<file path="config.mk">
export PLATFORM = sky130hd
export DESIGN_NAME = ip_address_text_validator
export DESIGN_NICKNAME = d
export VERILOG_FILES = /design/src/rtl/iatv_pkg.sv /design/src/rtl/ip_address_text_validator.sv
export VERILOG_INCLUDE_DIRS = /design/src /design/src/rtl
export SDC_FILE = /design/constraint.sdc
export NUM_CORES = 1
export LEC_CHECK = 0
export ABC_CLOCK_PERIOD_IN_PS = 6200
export BUFFER_PORTS_ARGS = -buffer_cell sky130_fd_sc_hd__buf_4
export CAP_MARGIN = 0
export CORE_UTILIZATION = 30
export DETAILED_ROUTE_END_ITERATION = 10
export RECOVER_POWER = 25
export REMOVE_ABC_BUFFERS = 1
export SYNTH_ARGS = -nofsm -noshare
export SYNTH_HDL_FRONTEND = slang
export SYNTH_SLANG_ARGS = --single-unit
export TNS_END_PERCENT = 30
</file>
<file path="constraint.sdc">
create_clock -name clk -period 6.2 [get_ports clk]
set_clock_uncertainty 0.2 [all_clocks]
set_input_delay 1.24 -clock clk [delete_from_list [all_inputs] [get_ports clk]]
set_output_delay 1.24 -clock clk [all_outputs]
set_load 0.03 [all_outputs]
</file>
<file path="src/rtl/ip_address_text_validator_assert.svh">
// ----------------------------------------------------------------------------
// IP address text validator assertion macros
// Concurrent assertion wrappers that compile to nothing under synthesis.
// ----------------------------------------------------------------------------
`ifndef IP_ADDRESS_TEXT_VALIDATOR_ASSERT_SVH
`define IP_ADDRESS_TEXT_VALIDATOR_ASSERT_SVH

`ifndef SYNTHESIS
`define IATV_ASSERT(lbl, prop, msg) \
  lbl: assert property (@(posedge clk) disable iff (rst) prop) else $error(msg);
`define IATV_ASSERT_NR(lbl, prop, msg) \
  lbl: assert property (@(posedge clk) prop) else $error(msg);
`else
`define IATV_ASSERT(lbl, prop, msg)
`define IATV_ASSERT_NR(lbl, prop, msg)
`endif

`endif

</file>
<file path="src/rtl/iatv_pkg.sv">
// ----------------------------------------------------------------------------
// IP address text validator package
// Character codes and the recognizer state record.
// ----------------------------------------------------------------------------
`timescale 1ns / 1ps

package iatv_pkg;

  localparam logic [7:0] ChDot   = 8'h2E;
  localparam logic [7:0] ChColon = 8'h3A;
  localparam logic [7:0] Ch0     = 8'h30;
  localparam logic [7:0] Ch9     = 8'h39;
  localparam logic [7:0] ChLa    = 8'h61;
  localparam logic [7:0] ChLf    = 8'h66;
  localparam logic [7:0] ChUa    = 8'h41;
  localparam logic [7:0] ChUf    = 8'h46;

  localparam logic [1:0] V4MaxDots     = 2'd3;
  localparam logic [1:0] V4MaxDigits   = 2'd3;
  localparam logic [2:0] V6MaxDigits   = 3'd4;
  localparam logic [3:0] V6MaxGroups   = 4'd7;
  localparam logic [4:0] V6GapLimit    = 5'd6;
  localparam logic [4:0] V6GapTotalMax = 5'd6;

  typedef struct packed {
    logic       v4_failed;
    logic [1:0] v4_dots_seen;
    logic [1:0] v4_octet_digits;
    logic [7:0] v4_octet_value;
    logic       v6_failed;
    logic [2:0] v6_group_digits;
    logic [3:0] v6_groups_before_gap;
    logic [2:0] v6_groups_after_gap;
    logic       v6_gap_seen;
    logic       v6_prev_was_colon;
  } iatv_state_t;

endpackage

</file>
<file path="src/rtl/ip_address_text_validator.sv">
// ----------------------------------------------------------------------------
// IP address text validator
// Checks a character stream for dotted IPv4 or colon-hex IPv6 address text.
// ----------------------------------------------------------------------------
// The block takes one address character per beat, one beat every clock cycle
// while s_axis_tready is high, and the beat with tlast set closes the string.
// Each character updates the small recognizer state register; the closing beat
// loads the verdict into the output register, so the result beat appears in the
// cycle after the closing beat. The output register is the only stage, and the
// input is ready whenever that register is empty or being drained.
`timescale 1ns / 1ps
`include "ip_address_text_validator_assert.svh"

module ip_address_text_validator
  import iatv_pkg::*;
(
  input  logic       clk,
  input  logic       rst,
  input  logic       s_axis_tvalid,
  output logic       s_axis_tready,
  input  logic [7:0] s_axis_tdata,   // [7:0] char_code
  input  logic       s_axis_tlast,   // last_char
  output logic       m_axis_tvalid,
  input  logic       m_axis_tready,
  output logic [7:0] m_axis_tdata    // [0] is_ipv4, [1] is_ipv6, [2] is_any_ip
);

  iatv_state_t st;
  iatv_state_t st_next;
  iatv_state_t cur;
  logic        at_string_start;
  logic        s_accept;
  logic        is_digit;
  logic        is_hex;
  logic [11:0] v4_sum;
  logic [4:0]  v6_cur_sum;
  logic [4:0]  v6_next_sum;
  logic        v4_ok;
  logic        v6_ok;
  logic        is_ipv4;
  logic        is_ipv6;

  assign s_axis_tready = !m_axis_tvalid || m_axis_tready;
  assign s_accept      = s_axis_tvalid && s_axis_tready;

  assign cur      = at_string_start ? '0 : st;
  assign is_digit = (s_axis_tdata >= Ch0) && (s_axis_tdata <= Ch9);
  assign is_hex   = is_digit ||
                    ((s_axis_tdata >= ChLa) && (s_axis_tdata <= ChLf)) ||
                    ((s_axis_tdata >= ChUa) && (s_axis_tdata <= ChUf));
  assign v4_sum   = {1'b0, cur.v4_octet_value, 3'b000} +
                    {3'b000, cur.v4_octet_value, 1'b0} +
                    {8'd0, s_axis_tdata[3:0]};
  assign v6_cur_sum = {1'b0, cur.v6_groups_before_gap} +
                      {2'b00, cur.v6_groups_after_gap};

  always_comb begin
    st_next = cur;
    if (!cur.v4_failed) begin
      if (s_axis_tdata == ChDot) begin
        if (cur.v4_octet_digits == 2'd0 || cur.v4_dots_seen == V4MaxDots) begin
          st_next.v4_failed = 1'b1;
        end else begin
          st_next.v4_dots_seen    = cur.v4_dots_seen + 2'd1;
          st_next.v4_octet_digits = 2'd0;
          st_next.v4_octet_value  = 8'd0;
        end
      end else if (is_digit) begin
        if (cur.v4_octet_digits == V4MaxDigits || v4_sum > 12'd255) begin
          st_next.v4_failed = 1'b1;
        end else begin
          st_next.v4_octet_value  = v4_sum[7:0];
          st_next.v4_octet_digits = cur.v4_octet_digits + 2'd1;
        end
      end else begin
        st_next.v4_failed = 1'b1;
      end
    end
    if (!cur.v6_failed) begin
      if (s_axis_tdata == ChColon) begin
        if (cur.v6_prev_was_colon) begin
          if (cur.v6_gap_seen) begin
            st_next.v6_failed = 1'b1;
          end else begin
            st_next.v6_gap_seen = 1'b1;
          end
        end else if (cur.v6_group_digits == 3'd0) begin
          if (!at_string_start) begin
            st_next.v6_failed = 1'b1;
          end else begin
            st_next.v6_prev_was_colon = 1'b1;
          end
        end else begin
          if (cur.v6_gap_seen) begin
            if (v6_cur_sum >= V6GapLimit) begin
              st_next.v6_failed = 1'b1;
            end else begin
              st_next.v6_groups_after_gap = cur.v6_groups_after_gap + 3'd1;
            end
          end else begin
            if (cur.v6_groups_before_gap >= V6MaxGroups) begin
              st_next.v6_failed = 1'b1;
            end else begin
              st_next.v6_groups_before_gap = cur.v6_groups_before_gap + 4'd1;
            end
          end
          if (!st_next.v6_failed) begin
            st_next.v6_group_digits   = 3'd0;
            st_next.v6_prev_was_colon = 1'b1;
          end
        end
      end else if (is_hex) begin
        if ((cur.v6_prev_was_colon && !cur.v6_gap_seen &&
             cur.v6_groups_before_gap == 4'd0) ||
            cur.v6_group_digits >= V6MaxDigits) begin
          st_next.v6_failed = 1'b1;
        end else begin
          st_next.v6_group_digits   = cur.v6_group_digits + 3'd1;
          st_next.v6_prev_was_colon = 1'b0;
        end
      end else begin
        st_next.v6_failed = 1'b1;
      end
    end
  end

  assign v6_next_sum = {1'b0, st_next.v6_groups_before_gap} +
                       {2'b00, st_next.v6_groups_after_gap};

  assign v4_ok = !st_next.v4_failed && st_next.v4_dots_seen == V4MaxDots &&
                 st_next.v4_octet_digits != 2'd0;

  always_comb begin
    if (st_next.v6_failed) begin
      v6_ok = 1'b0;
    end else if (st_next.v6_prev_was_colon) begin
      v6_ok = st_next.v6_gap_seen && st_next.v6_groups_after_gap == 3'd0;
    end else if (st_next.v6_group_digits == 3'd0) begin
      v6_ok = 1'b0;
    end else if (!st_next.v6_gap_seen) begin
      v6_ok = st_next.v6_groups_before_gap == V6MaxGroups;
    end else if (v6_next_sum > V6GapTotalMax) begin
      v6_ok = 1'b0;
    end else begin
      v6_ok = !(st_next.v6_groups_before_gap == 4'd0 &&
                st_next.v6_groups_after_gap == 3'd0);
    end
  end

  always_ff @(posedge clk) begin
    if (rst) begin
      at_string_start <= 1'b1;
      st              <= '0;
    end else if (s_accept) begin
      at_string_start <= s_axis_tlast;
      st              <= st_next;
    end
  end

  always_ff @(posedge clk) begin
    if (rst) begin
      m_axis_tvalid <= 1'b0;
    end else if (s_accept && s_axis_tlast) begin
      m_axis_tvalid <= 1'b1;
    end else if (m_axis_tready) begin
      m_axis_tvalid <= 1'b0;
    end
  end

  always_ff @(posedge clk) begin
    if (s_accept && s_axis_tlast) begin
      is_ipv4 <= v4_ok;
      is_ipv6 <= v6_ok;
    end
  end

  assign m_axis_tdata = {5'b00000, is_ipv4 || is_ipv6, is_ipv6, is_ipv4};

  `IATV_ASSERT(a_result_needs_close,
    (m_axis_tvalid && !$past(m_axis_tvalid)) |->
      $past(s_axis_tvalid && s_axis_tready && s_axis_tlast),
    "result beat without a closing input beat")
  `IATV_ASSERT(a_close_rearms,
    (s_accept && s_axis_tlast) |=> at_string_start,
    "string start not rearmed after closing beat")
  `IATV_ASSERT(a_not_both,
    m_axis_tvalid |-> !(is_ipv4 && is_ipv6),
    "string judged both IPv4 and IPv6")
  `IATV_ASSERT_NR(a_v6_counts,
    rst || ((st.v6_group_digits <= V6MaxDigits) &&
            (st.v6_groups_before_gap <= V6MaxGroups)),
    "IPv6 counters out of range")

endmodule
</file>
==> results of run 1 <==
## worst paths after layout
| kind | startpoint | endpoint | slack, ps | cells past startpoint |
|---|---|---|---|---|
| worst min register to register | st[16]$_SDFFE_PP0P_ | st[16]$_SDFFE_PP0P_ | 250 | 1 |
| worst min-delay path | st[16]$_SDFFE_PP0P_ | st[16]$_SDFFE_PP0P_ | 250 | 1 |
| worst max-delay path | at_string_start$_SDFFE_PP1P_ | is_ipv6$_SDFFCE_PP0P_ | 1670 | 13 |
| worst max register to register | at_string_start$_SDFFE_PP1P_ | is_ipv6$_SDFFCE_PP0P_ | 1670 | 13 |
## state kept, by name, summed over array words and instances (netlist names)
signal	flops
is_ipv4	1
m_axis_tvalid	1
at_string_start	1
st	26
is_ipv6	1
## worst max-delay path, delay by kind of cell, from the launching register on
family | cells | cell delay, ps
compound gates | 5 | 1220
fa+ha+maj | 3 | 1050
flops | 1 | 670
simple gates | 4 | 960
xor+xnor | 1 | 180
## cell families (layout without fill, tap and decap cells)
family / Yosys count / after routing / share of synthesized area (%)
compound gates: 93 / 93 / 24.2
xor+xnor: 11 / 11 / 4.07
other cells: 1 / 5 / 0.139
simple gates: 130 / 130 / 26.1
flops: 30 / 30 / 22.9
buf+inv: 40 / 46 / 6.61
fa+ha+maj: 30 / 30 / 14.7
mux: 3 / 3 / 1.16
## report_power, final
group	internal, mW	total, mW	switching, mW
Sequential	0.200	0.209	0.00939
Combinational	0.0232	0.0662	0.0430
Clock	0.0768	0.158	0.0809
Total	0.300	0.433	0.133
## layout make-up
| type | count | area [um2] | area share [%] |
|---|---|---|---|
| well taps | 108 | 135 | 4.56 |
| clock inverters | 3 | 16.3 | 0.549 |
| multi-input cells | 272 | 1920 | 64.8 |
| clock buffers | 5 | 68.8 | 2.32 |
| flip-flops and latches | 30 | 621 | 20.9 |
| inverters | 18 | 67.6 | 2.28 |
| repair buffers | 20 | 135 | 4.56 |
## placed cells by master (no fill, tap or decap), types with 2 or more instances in the layout
cell,count
a211oi_1,9
a21o_1,4
a21oi_1,24
a22o_1,4
a22oi_1,3
a2bb2oi_1,3
a31oi_1,3
a32oi_1,2
and3b_1,2
and4bb_2,3
buf_4,15
clkbuf_1,4
clkbuf_8,5
conb_1,5
dfxtp_1,28
edfxtp_1,2
fa_1,3
ha_1,27
inv_1,18
mux2i_1,2
nand2_1,29
nand2b_1,2
nand3_1,7
nand4bb_1,2
nor2_1,34
nor2b_1,18
nor3_1,13
nor4_1,4
o2111ai_1,3
o211ai_1,4
o21a_1,4
o21ai_0,10
o21bai_1,3
o22ai_1,3
o31ai_1,2
or2_2,2
or3_1,2
xnor2_1,7
xor2_1,3
## through the flow
| step | power (mW) | cell area (um2) | hold WS, ps |
|---|---|---|---|
| final | 0.433 | 2960 | 250 |
| after global routing | 0.454 | 2960 | 287 |
| after global placement | 0.279 | 2890 | 229 |
| after floorplan | 0.253 | 2610 | 218 |
| after CTS | 0.436 | 2980 | 253 |
| after detailed placement | 0.280 | 2890 | 236 |
## layer usage
metal | track usage, % | share of wire, % | up-vias
met5 | 0 | 0 | -
met4 | 4.82 | 1.5 | 0
met3 | 2.17 | 2.4 | 8
met2 | 24.7 | 49 | 36
met1 | 17.9 | 47 | 1154
li1 | - | - | 1237
==> reports/metrics.csv, run 1 <==
metric;value;unit
run status;finished, final reports clean;
max_cap viols;0;
most frequent cell after synthesis;nor2_1;
post-route setup TNS;0;ps
Worst IR Drop VDD;0.100;mV
portion of synthesized cell area occupied by the leading cell type;20.7;%
Port Buffer Count;17;
final cycle utilization of the critical path;73.1;%
number of register bits inferred by synthesis;30;
WS Path Type;flip-flop to flip-flop;
final design utilization;34.0;%
post-placement setup slack;1690;ps
standard cell with the maximum stage delay on the critical path;dfxtp_1;
number of clock buffers inserted by TritonCTS;5;
maximum number of pins on one net before global-route repair;27;
clock tree from TritonCTS;built;
antenna violations before repair;0;
count of standard-cell rows;34;
maximum clock path buffer count;2;
clock network latency to the later pin of the worst-skew pair;280;ps
I/O pins;23;
power density cells;146;nW/um2
CTS resizes;0;
Leakage;1.24;nW
count of different cell masters after synthesis;66;
Finish-stage setup viols;0;
Routed Wire Length;6500;um
warning count from the yosys run;0;
number of enable-type register cells in the synthesized netlist;2;
number of nets in the layout;390;
cell area after technology mapping;2710;um2
Max Transition Viols Final;0;
total die area;9400;um2
Setup crit start kind;flip-flop;
number of design-rule violations left by the first detailed-router iteration;139;
sum of net half-perimeters after detailed placement;4860;um
post-CTS clock slew at the launch and capture registers of the worst setup and hold paths;70;ps
normalized max-slew margin;32.7;%
unrepaired setup endpoints after global routing;no;
vias in the first global route;2441;
via count of the routed design;2435;
routed wire length per instance;14.3;um
crit-path cells;nor2b_1 > ha_1 > ha_1 > o41ai_2 > nand4_2 > or2_2 > o21ai_0 > o21ai_0 > fa_1 > xor2_1 > nand3_1 > a41o_1 > a32o_1;
data required time at the worst endpoint;6030;ps
commonest cells in the netlist;nor2_1 (34), nand2_1 (29), dfxtp_1 (28), ha_1 (27), a21oi_1 (24);
global-route wire length before repair;11200;um
final cell count without fillers;456;
vias per std cell;5.34;
Main synth FF type;dfxtp_1;
fraction of final layout cells with drive strength greater than 1;10.9;%
total overflow reported by the global router;0;
ys async rst share;0;%
cell count after placement;448;
Final min period;4530;ps
CTS Root Buffer Type;clkbuf_8;
worst hold path type;flip-flop to flip-flop;
combined global-route utilization of all metal layers;14.3;%
Avg Synthesized Cell Area;8.00;um2
initial core utilization;31.0;%
Crit Path Max Fanout;16;
DRC errors left;0;
core area;8720;um2
routability congestion estimate;0.837;
number of instances in the synthesized netlist;338;
transition time at the pin with the least slew margin;1010;ps
remaining number of nets flagged by the antenna check after routing;0;
Max Fclk;0.221;GHz
CTS Hold Buffers Added;0;
largest cells by area after synthesis;dfxtp_1 (21%), ha_1 (12%), nor2_1 (4.7%), a21oi_1 (4.4%), nor2b_1 (4.2%);
kind of end point of the critical path;flip-flop;
1st-pass router iterations;4;
antenna fix cells;0;
post-CTS setup buffers;0;
CTS Sinks;30;
CP Data Arrival Time;4360;ps
DIE HEIGHT;97.0;um
Final Hold Fails;0;
# fillers;901;
post-synthesis sequential area ratio;22.9;%
maximum cell stage delay along the critical path;670;ps
Die Span X;97.0;um
fin worst setup slack;1670;ps
Area growth syn-to-layout;9.57;%
count of H-tree levels built during CTS;2;
area leader, netlist;dfxtp_1;
Power figures use the tool's default switching activity.
==> run 2, diff against run 1 <==
--- a/config.mk
+++ b/config.mk
@@ -6,7 +6,7 @@
 export SDC_FILE = /design/constraint.sdc
 export NUM_CORES = 1
 export LEC_CHECK = 0
-export ABC_CLOCK_PERIOD_IN_PS = 6200
+export ABC_CLOCK_PERIOD_IN_PS = 4400
 export BUFFER_PORTS_ARGS = -buffer_cell sky130_fd_sc_hd__buf_4
 export CAP_MARGIN = 0
 export CORE_UTILIZATION = 30
==> constraint.sdc (replaced) <==
create_clock -name clk -period 4.4 [get_ports clk]
set_clock_uncertainty 0.2 [all_clocks]
set_input_delay 0.88 -clock clk [delete_from_list [all_inputs] [get_ports clk]]
set_output_delay 0.88 -clock clk [all_outputs]
set_load 0.03 [all_outputs]
==> reports/metrics.csv, run 2 (synthesized netlist as in run 1, its figures left out) <==
metric;value;unit;change
run status;finished, final reports clean;;
commonest non-fill, non-tap cell in the layout;nor2_1;;
CTS Root Buffer Type;clkbuf_8;;
combined area of the multi-input logic cells;1920;um2;unchanged
fin worst setup slack;331;ps;-1340 ps
count of H-tree levels built during CTS;2;;unchanged
number of nets in the layout;395;;+1.3%
vias in the first global route;2311;;-5.3%
core area;8720;um2;unchanged
fraction of final layout cells with drive strength greater than 1;11.6;%;+0.70 points
Sw Pwr;187;uW;+40%
antenna violations before repair;0;;unchanged
worst r2r src;st[5]$_SDFFE_PP0P_;;
I/O pins;23;;unchanged
kind of end point of the critical path;flip-flop;;
Hold Path Origin;st[2]$_SDFFE_PP0P_;;
standard cell with the maximum stage delay on the critical path;fa_1;;
initial core utilization;31.0;%;unchanged
area taken by flip-flops and latches;621;um2;unchanged
maximum cell stage delay along the critical path;520;ps;-150 ps
final design instance area without fill;2990;um2;+1.0%
CP Data Arrival Time;3910;ps;-450 ps
part of the total power dissipated in sequential elements;47.6;%;-0.7 points
endpoint of the worst hold-timing path;st[2]$_SDFFE_PP0P_;;
setup slack of the most critical reg-to-reg path;330;ps;-1340 ps
routability congestion estimate;0.821;;-1.9%
1st-pass router iterations;4;;unchanged
worst-case hold slack;255;ps;+4.45 ps
DIE HEIGHT;97.0;um;unchanged
Max Transition Viols Final;0;;unchanged
final cycle utilization of the critical path;92.5;%;+19 points
largest reg by FF count;st;;
normalized max-slew margin;27.4;%;-5.3 points
Final Hold Fails;0;;unchanged
Final min period;4070;ps;-463 ps
total design power;612;uW;+41%
Setup crit start kind;flip-flop;;
CTS Hold Buffers Added;0;;unchanged
Leakage;1.26;nW;+1.7%
total overflow reported by the global router;0;;unchanged
post-CTS setup buffers;0;;unchanged
most frequent cells in the layout;nor2_1 (34), nand2_1 (29), dfxtp_1 (28);;
number of clock buffers inserted by TritonCTS;5;;unchanged
combined global-route utilization of all metal layers;14.1;%;-0.17 points
vias per std cell;5.29;;-0.92%
transition time at the pin with the least slew margin;1080;ps;+70.5 ps
unrepaired setup endpoints after global routing;no;;
maximum number of pins on one net before global-route repair;27;;unchanged
Die Span X;97.0;um;unchanged
sum of net half-perimeters after detailed placement;4810;um;-1.0%
max_cap viols;0;;unchanged
R2R depth;13;;unchanged
Hold Path Cell Cnt;2;;+1
total die area;9400;um2;unchanged
internal power;425;uW;+42%
Port Buffer Count;17;;unchanged
terminus of the critical flop-to-flop path;is_ipv6$_SDFFCE_PP0P_;;
post-placement setup slack;260;ps;-1430 ps
power density cells;204;nW/um2;+40%
CTS Sinks;30;;unchanged
clock network fraction of total power;36.2;%;-0.2 points
antenna fix cells;0;;unchanged
clock network latency to the later pin of the worst-skew pair;290;ps;about the same
number of design-rule violations left by the first detailed-router iteration;176;;+27%
worst hold path type;flip-flop to flip-flop;;
clock tree from TritonCTS;built;;
DRC errors left;0;;unchanged
Max Fclk;0.246;GHz;+11%
routed wire length per instance;14.2;um;-0.60%
CTS resizes;0;;unchanged
Routed Wire Length;6530;um;+0.49%
sw frac;30.5;%;-0.27 points
Placed Area;2930;um2;+1.3%
Crit Path Max Fanout;5;;-11
count of standard-cell rows;34;;unchanged
data required time at the worst endpoint;4240;ps;-1790 ps
Area growth syn-to-layout;10.7;%;
post-CTS clock slew at the launch and capture registers of the worst setup and hold paths;70;ps;about the same
via count of the routed design;2439;;+0.16%
Finish-stage setup viols;0;;unchanged
maximum clock path buffer count;2;;unchanged
flip-flop count of the largest register, all copies and words added;26;;unchanged
Logic pwr share;16.2;%;+0.9 points
crit-path cells;nor2b_1 > ha_1 > ha_1 > or3b_2 > o211ai_1 > or2_2 > o21ai_0 > o21ai_0 > fa_1 > xor2_1 > nand3_1 > a41o_1 > a32o_1;;
sum of buffers and inverters on the critical path;0;;unchanged
WS Path Type;flip-flop to flip-flop;;
# fillers;897;;-0.44%
Worst IR Drop VDD;0.190;mV;+90%
remaining number of nets flagged by the antenna check after routing;0;;unchanged
global-route wire length before repair;10800;um;-3.0%
category of cells accounting for the largest share of critical-path delay;adder cells;;
## run 2: cell types whose count changed in the layout (fill, tap and decap cells not counted), sizes merged
cell / previous run / this run
buf: 15 / 19
clkbuf: 10 / 12
clkinvlp: 1 / 0
## run 2: routing by layer
layer,routed length [um],global-route usage (%),up-vias,part of all wire (%)
met3,223,2.38,9,3.4
met4,102,3.67,0,1.6
met2,3140,24.6,46,48
met1,3070,17.8,1138,47
met5,0,0,-,0
li1,-,-,1246,-
## run 2: final cells by class
class / count / share of cell area [%]
tap: 108 / 4.51
clock buffer: 6 / 2.42
timing repair buffer: 25 / 5.64
clock inverter: 2 / 0.293
inverter: 18 / 2.26
multi-input combinational: 272 / 64.1
sequential: 30 / 20.7
## run 2: power groups by stage
stage,sequential [mW],clock [mW],combinational (mW)
floorplan,0.301,0,0.0553
global placement,0.297,0,0.100
detailed placement,0.297,0,0.0998
CTS,0.291,0.227,0.101
global route,0.292,0.242,0.109
finish,0.291,0.221,0.0992
## run 2: through the flow
stage	TNS, ps	utilization (%)	std cells
finish	0	34.3	461
CTS	0	34.5	461
detailed placement	0	33.6	453
global placement	0	33.6	453
global route	0	34.3	461
floorplan	-49.7	-	320
## run 2: tightest hold or removal path: stages (launching register included)
cell	delay (ps)
dfxtp_1	310
nand2_1	50
a21oi_1	50
## run 2: how the worst max path moves through the flow
stage | slack [ps] | cells past startpoint | from | to
4_1_cts | 370 | 13 | st[5]$_SDFFE_PP0P_ | is_ipv6$_SDFFCE_PP0P_
3_3_place_gp | 320 | 13 | s_axis_tdata[3] | st[15]$_SDFFE_PP0P_
3_5_place_dp | 260 | 13 | s_axis_tdata[3] | st[15]$_SDFFE_PP0P_
5_1_grt | 100 | 13 | st[5]$_SDFFE_PP0P_ | is_ipv6$_SDFFCE_PP0P_
2_1_floorplan | -50 | 13 | at_string_start$_SDFFE_PP1P_ | is_ipv6$_SDFFCE_PP0P_
6_report | 330 | 13 | st[5]$_SDFFE_PP0P_ | is_ipv6$_SDFFCE_PP0P_
==> run 3, diff against run 2 <==
--- a/config.mk
+++ b/config.mk
@@ -9,8 +9,9 @@
 export ABC_CLOCK_PERIOD_IN_PS = 4400
 export BUFFER_PORTS_ARGS = -buffer_cell sky130_fd_sc_hd__buf_4
 export CAP_MARGIN = 0
-export CORE_UTILIZATION = 30
+export CORE_UTILIZATION = 55
 export DETAILED_ROUTE_END_ITERATION = 10
+export PLACE_DENSITY = 0.74
 export RECOVER_POWER = 25
 export REMOVE_ABC_BUFFERS = 1
 export SYNTH_ARGS = -nofsm -noshare
==> reports/metrics.csv, run 3 (synthesized netlist as in run 1, its figures left out) <==
metric;value;unit;change
Area growth syn-to-layout;10.3;%;
Sw Pwr;189;uW;+1.3%
post-CTS setup buffers;0;;unchanged
post-CTS clock slew at the launch and capture registers of the worst setup and hold paths;70;ps;about the same
DRC errors left;0;;unchanged
1st-pass router iterations;4;;unchanged
maximum number of pins on one net before global-route repair;27;;unchanged
part of the total power dissipated in sequential elements;43.7;%;-3.9 points
Logic pwr share;14.9;%;-1.3 points
Crit Path Max Fanout;5;;unchanged
initial core utilization;57.3;%;+26 points
final design utilization;63.2;%;+29 points
clock tree from TritonCTS;built;;
number of nets in the layout;396;;+0.25%
# fillers;409;;-54%
transition time at the pin with the least slew margin;858;ps;-222 ps
core area;4720;um2;-46%
internal power;479;uW;+13%
CTS resizes;0;;unchanged
vias per std cell;5.95;;+12%
maximum clock path buffer count;2;;unchanged
normalized max-slew margin;42.8;%;+15 points
Routed Wire Length;6360;um;-2.6%
via count of the routed design;2505;;+2.7%
clock network latency to the later pin of the worst-skew pair;290;ps;about the same
CP Data Arrival Time;3850;ps;-60 ps
data required time at the worst endpoint;4250;ps;about the same
largest reg by FF count;st;;
unrepaired setup endpoints after global routing;no;;
global-route wire length before repair;10700;um;-1.1%
WS Path Type;flip-flop to flip-flop;;
flip-flop count of the largest register, all copies and words added;26;;unchanged
total die area;5200;um2;-45%
Die Span X;72.1;um;-26%
run status;finished, final reports clean;;
routed wire length per instance;15.1;um;+6.6%
Finish-stage setup viols;0;;unchanged
kind of end point of the critical path;flip-flop;;
power density cells;224;nW/um2;+9.5%
vias in the first global route;2340;;+1.3%
CTS Hold Buffers Added;0;;unchanged
clock network fraction of total power;41.4;%;+5.2 points
number of clock buffers inserted by TritonCTS;5;;unchanged
commonest non-fill, non-tap cell in the layout;nor2_1;;
DIE HEIGHT;72.1;um;-26%
remaining number of nets flagged by the antenna check after routing;0;;unchanged
Port Buffer Count;17;;unchanged
sw frac;28.3;%;-2.2 points
Max Transition Viols Final;0;;unchanged
Final Hold Fails;0;;unchanged
CTS Root Buffer Type;clkbuf_8;;
routability congestion estimate;0.828;;+0.80%
area taken by flip-flops and latches;621;um2;unchanged
combined area of the multi-input logic cells;1920;um2;unchanged
total overflow reported by the global router;0;;unchanged
antenna fix cells;0;;unchanged
worst-case hold slack;254;ps;-0.273 ps
count of standard-cell rows;25;;-26%
total design power;668;uW;+9.1%
count of H-tree levels built during CTS;2;;unchanged
most frequent cells in the layout;nor2_1 (34), nand2_1 (29), dfxtp_1 (28);;
Max Fclk;0.250;GHz;+1.8%
I/O pins;23;;unchanged
worst hold path type;flip-flop to flip-flop;;
sum of net half-perimeters after detailed placement;4820;um;about the same
final design instance area without fill;2980;um2;-0.33%
cell count after placement;413;;-8.8%
number of design-rule violations left by the first detailed-router iteration;166;;-5.7%
antenna violations before repair;0;;unchanged
Placed Area;2890;um2;-1.5%
Leakage;1.28;nW;+1.8%
Final min period;4000;ps;-72.7 ps
final cycle utilization of the critical path;90.8;%;-1.7 points
max_cap viols;0;;unchanged
final cell count without fillers;421;;-8.7%
CTS Sinks;30;;unchanged
Worst IR Drop VDD;0.217;mV;+14%
fraction of final layout cells with drive strength greater than 1;12.4;%;+0.81 points
combined global-route utilization of all metal layers;26.5;%;+12 points
Setup crit start kind;flip-flop;;
-- run 3: cell types whose count changed in the layout (fill, tap and decap cells not counted), sizes merged --
cell / change
clkinv: -2
clkbuf: +1
buf: +2
-- run 3: path summary, 6_finish.rpt --
check	startpoint	to	slack (ps)	cells past startpoint
setup / recovery	st[5]$_SDFFE_PP0P_	is_ipv6$_SDFFCE_PP0P_	400	13
hold / removal	st[16]$_SDFFE_PP0P_	st[16]$_SDFFE_PP0P_	250	1
setup reg to reg	st[5]$_SDFFE_PP0P_	is_ipv6$_SDFFCE_PP0P_	400	13
hold reg to reg	st[16]$_SDFFE_PP0P_	st[16]$_SDFFE_PP0P_	250	1
-- run 3: layer usage --
| metal | GRT usage, % | up-vias | part of all wire, % |
|---|---|---|---|
| met3 | 4.17 | 11 | 4.0 |
| met1 | 34.7 | 1176 | 46 |
| met5 | 0 | - | 0 |
| li1 | - | 1259 | - |
| met2 | 43.6 | 59 | 48 |
| met4 | 10.5 | 0 | 1.9 |
-- run 3: final cells by class --
| cell class | count | share of cell area, % |
|---|---|---|
| clock buffers | 8 | 3.73 |
| inverters | 18 | 2.26 |
| multi-input cells | 272 | 64.4 |
| flip-flops and latches | 30 | 20.8 |
| well taps | 67 | 2.81 |
| repair buffers | 26 | 6.04 |
-- run 3: worst max-delay path, cell delays in order (launching register included) --
cell	delay (ps)
dfxtp_1	360
nor2b_1	270
ha_1	290
ha_1	270
or3b_2	200
o211ai_1	200
or2_2	390
o21ai_0	150
o21ai_0	220
fa_1	500
xor2_1	170
nand3_1	90
a41o_1	200
a32o_1	240
-- run 3: power groups by stage --
stage                     logic [mW]  registers, mW  clock network, mW
after CTS                      0.100          0.291              0.278
after floorplan               0.0553          0.301                  0
after global placement        0.0989          0.297                  0
final                         0.0997          0.292              0.276
after detailed placement       0.100          0.297                  0
after global routing           0.110          0.293              0.291
-- run 3: metrics by stage --
| stage | worst slack [ps] | setup TNS, ps |
|---|---|---|
| floorplan | -49.7 | -49.7 |
| global placement | 323 | 0 |
| global route | 139 | 0 |
| CTS | 420 | 0 |
| finish | 404 | 0 |
| detailed placement | 244 | 0 |
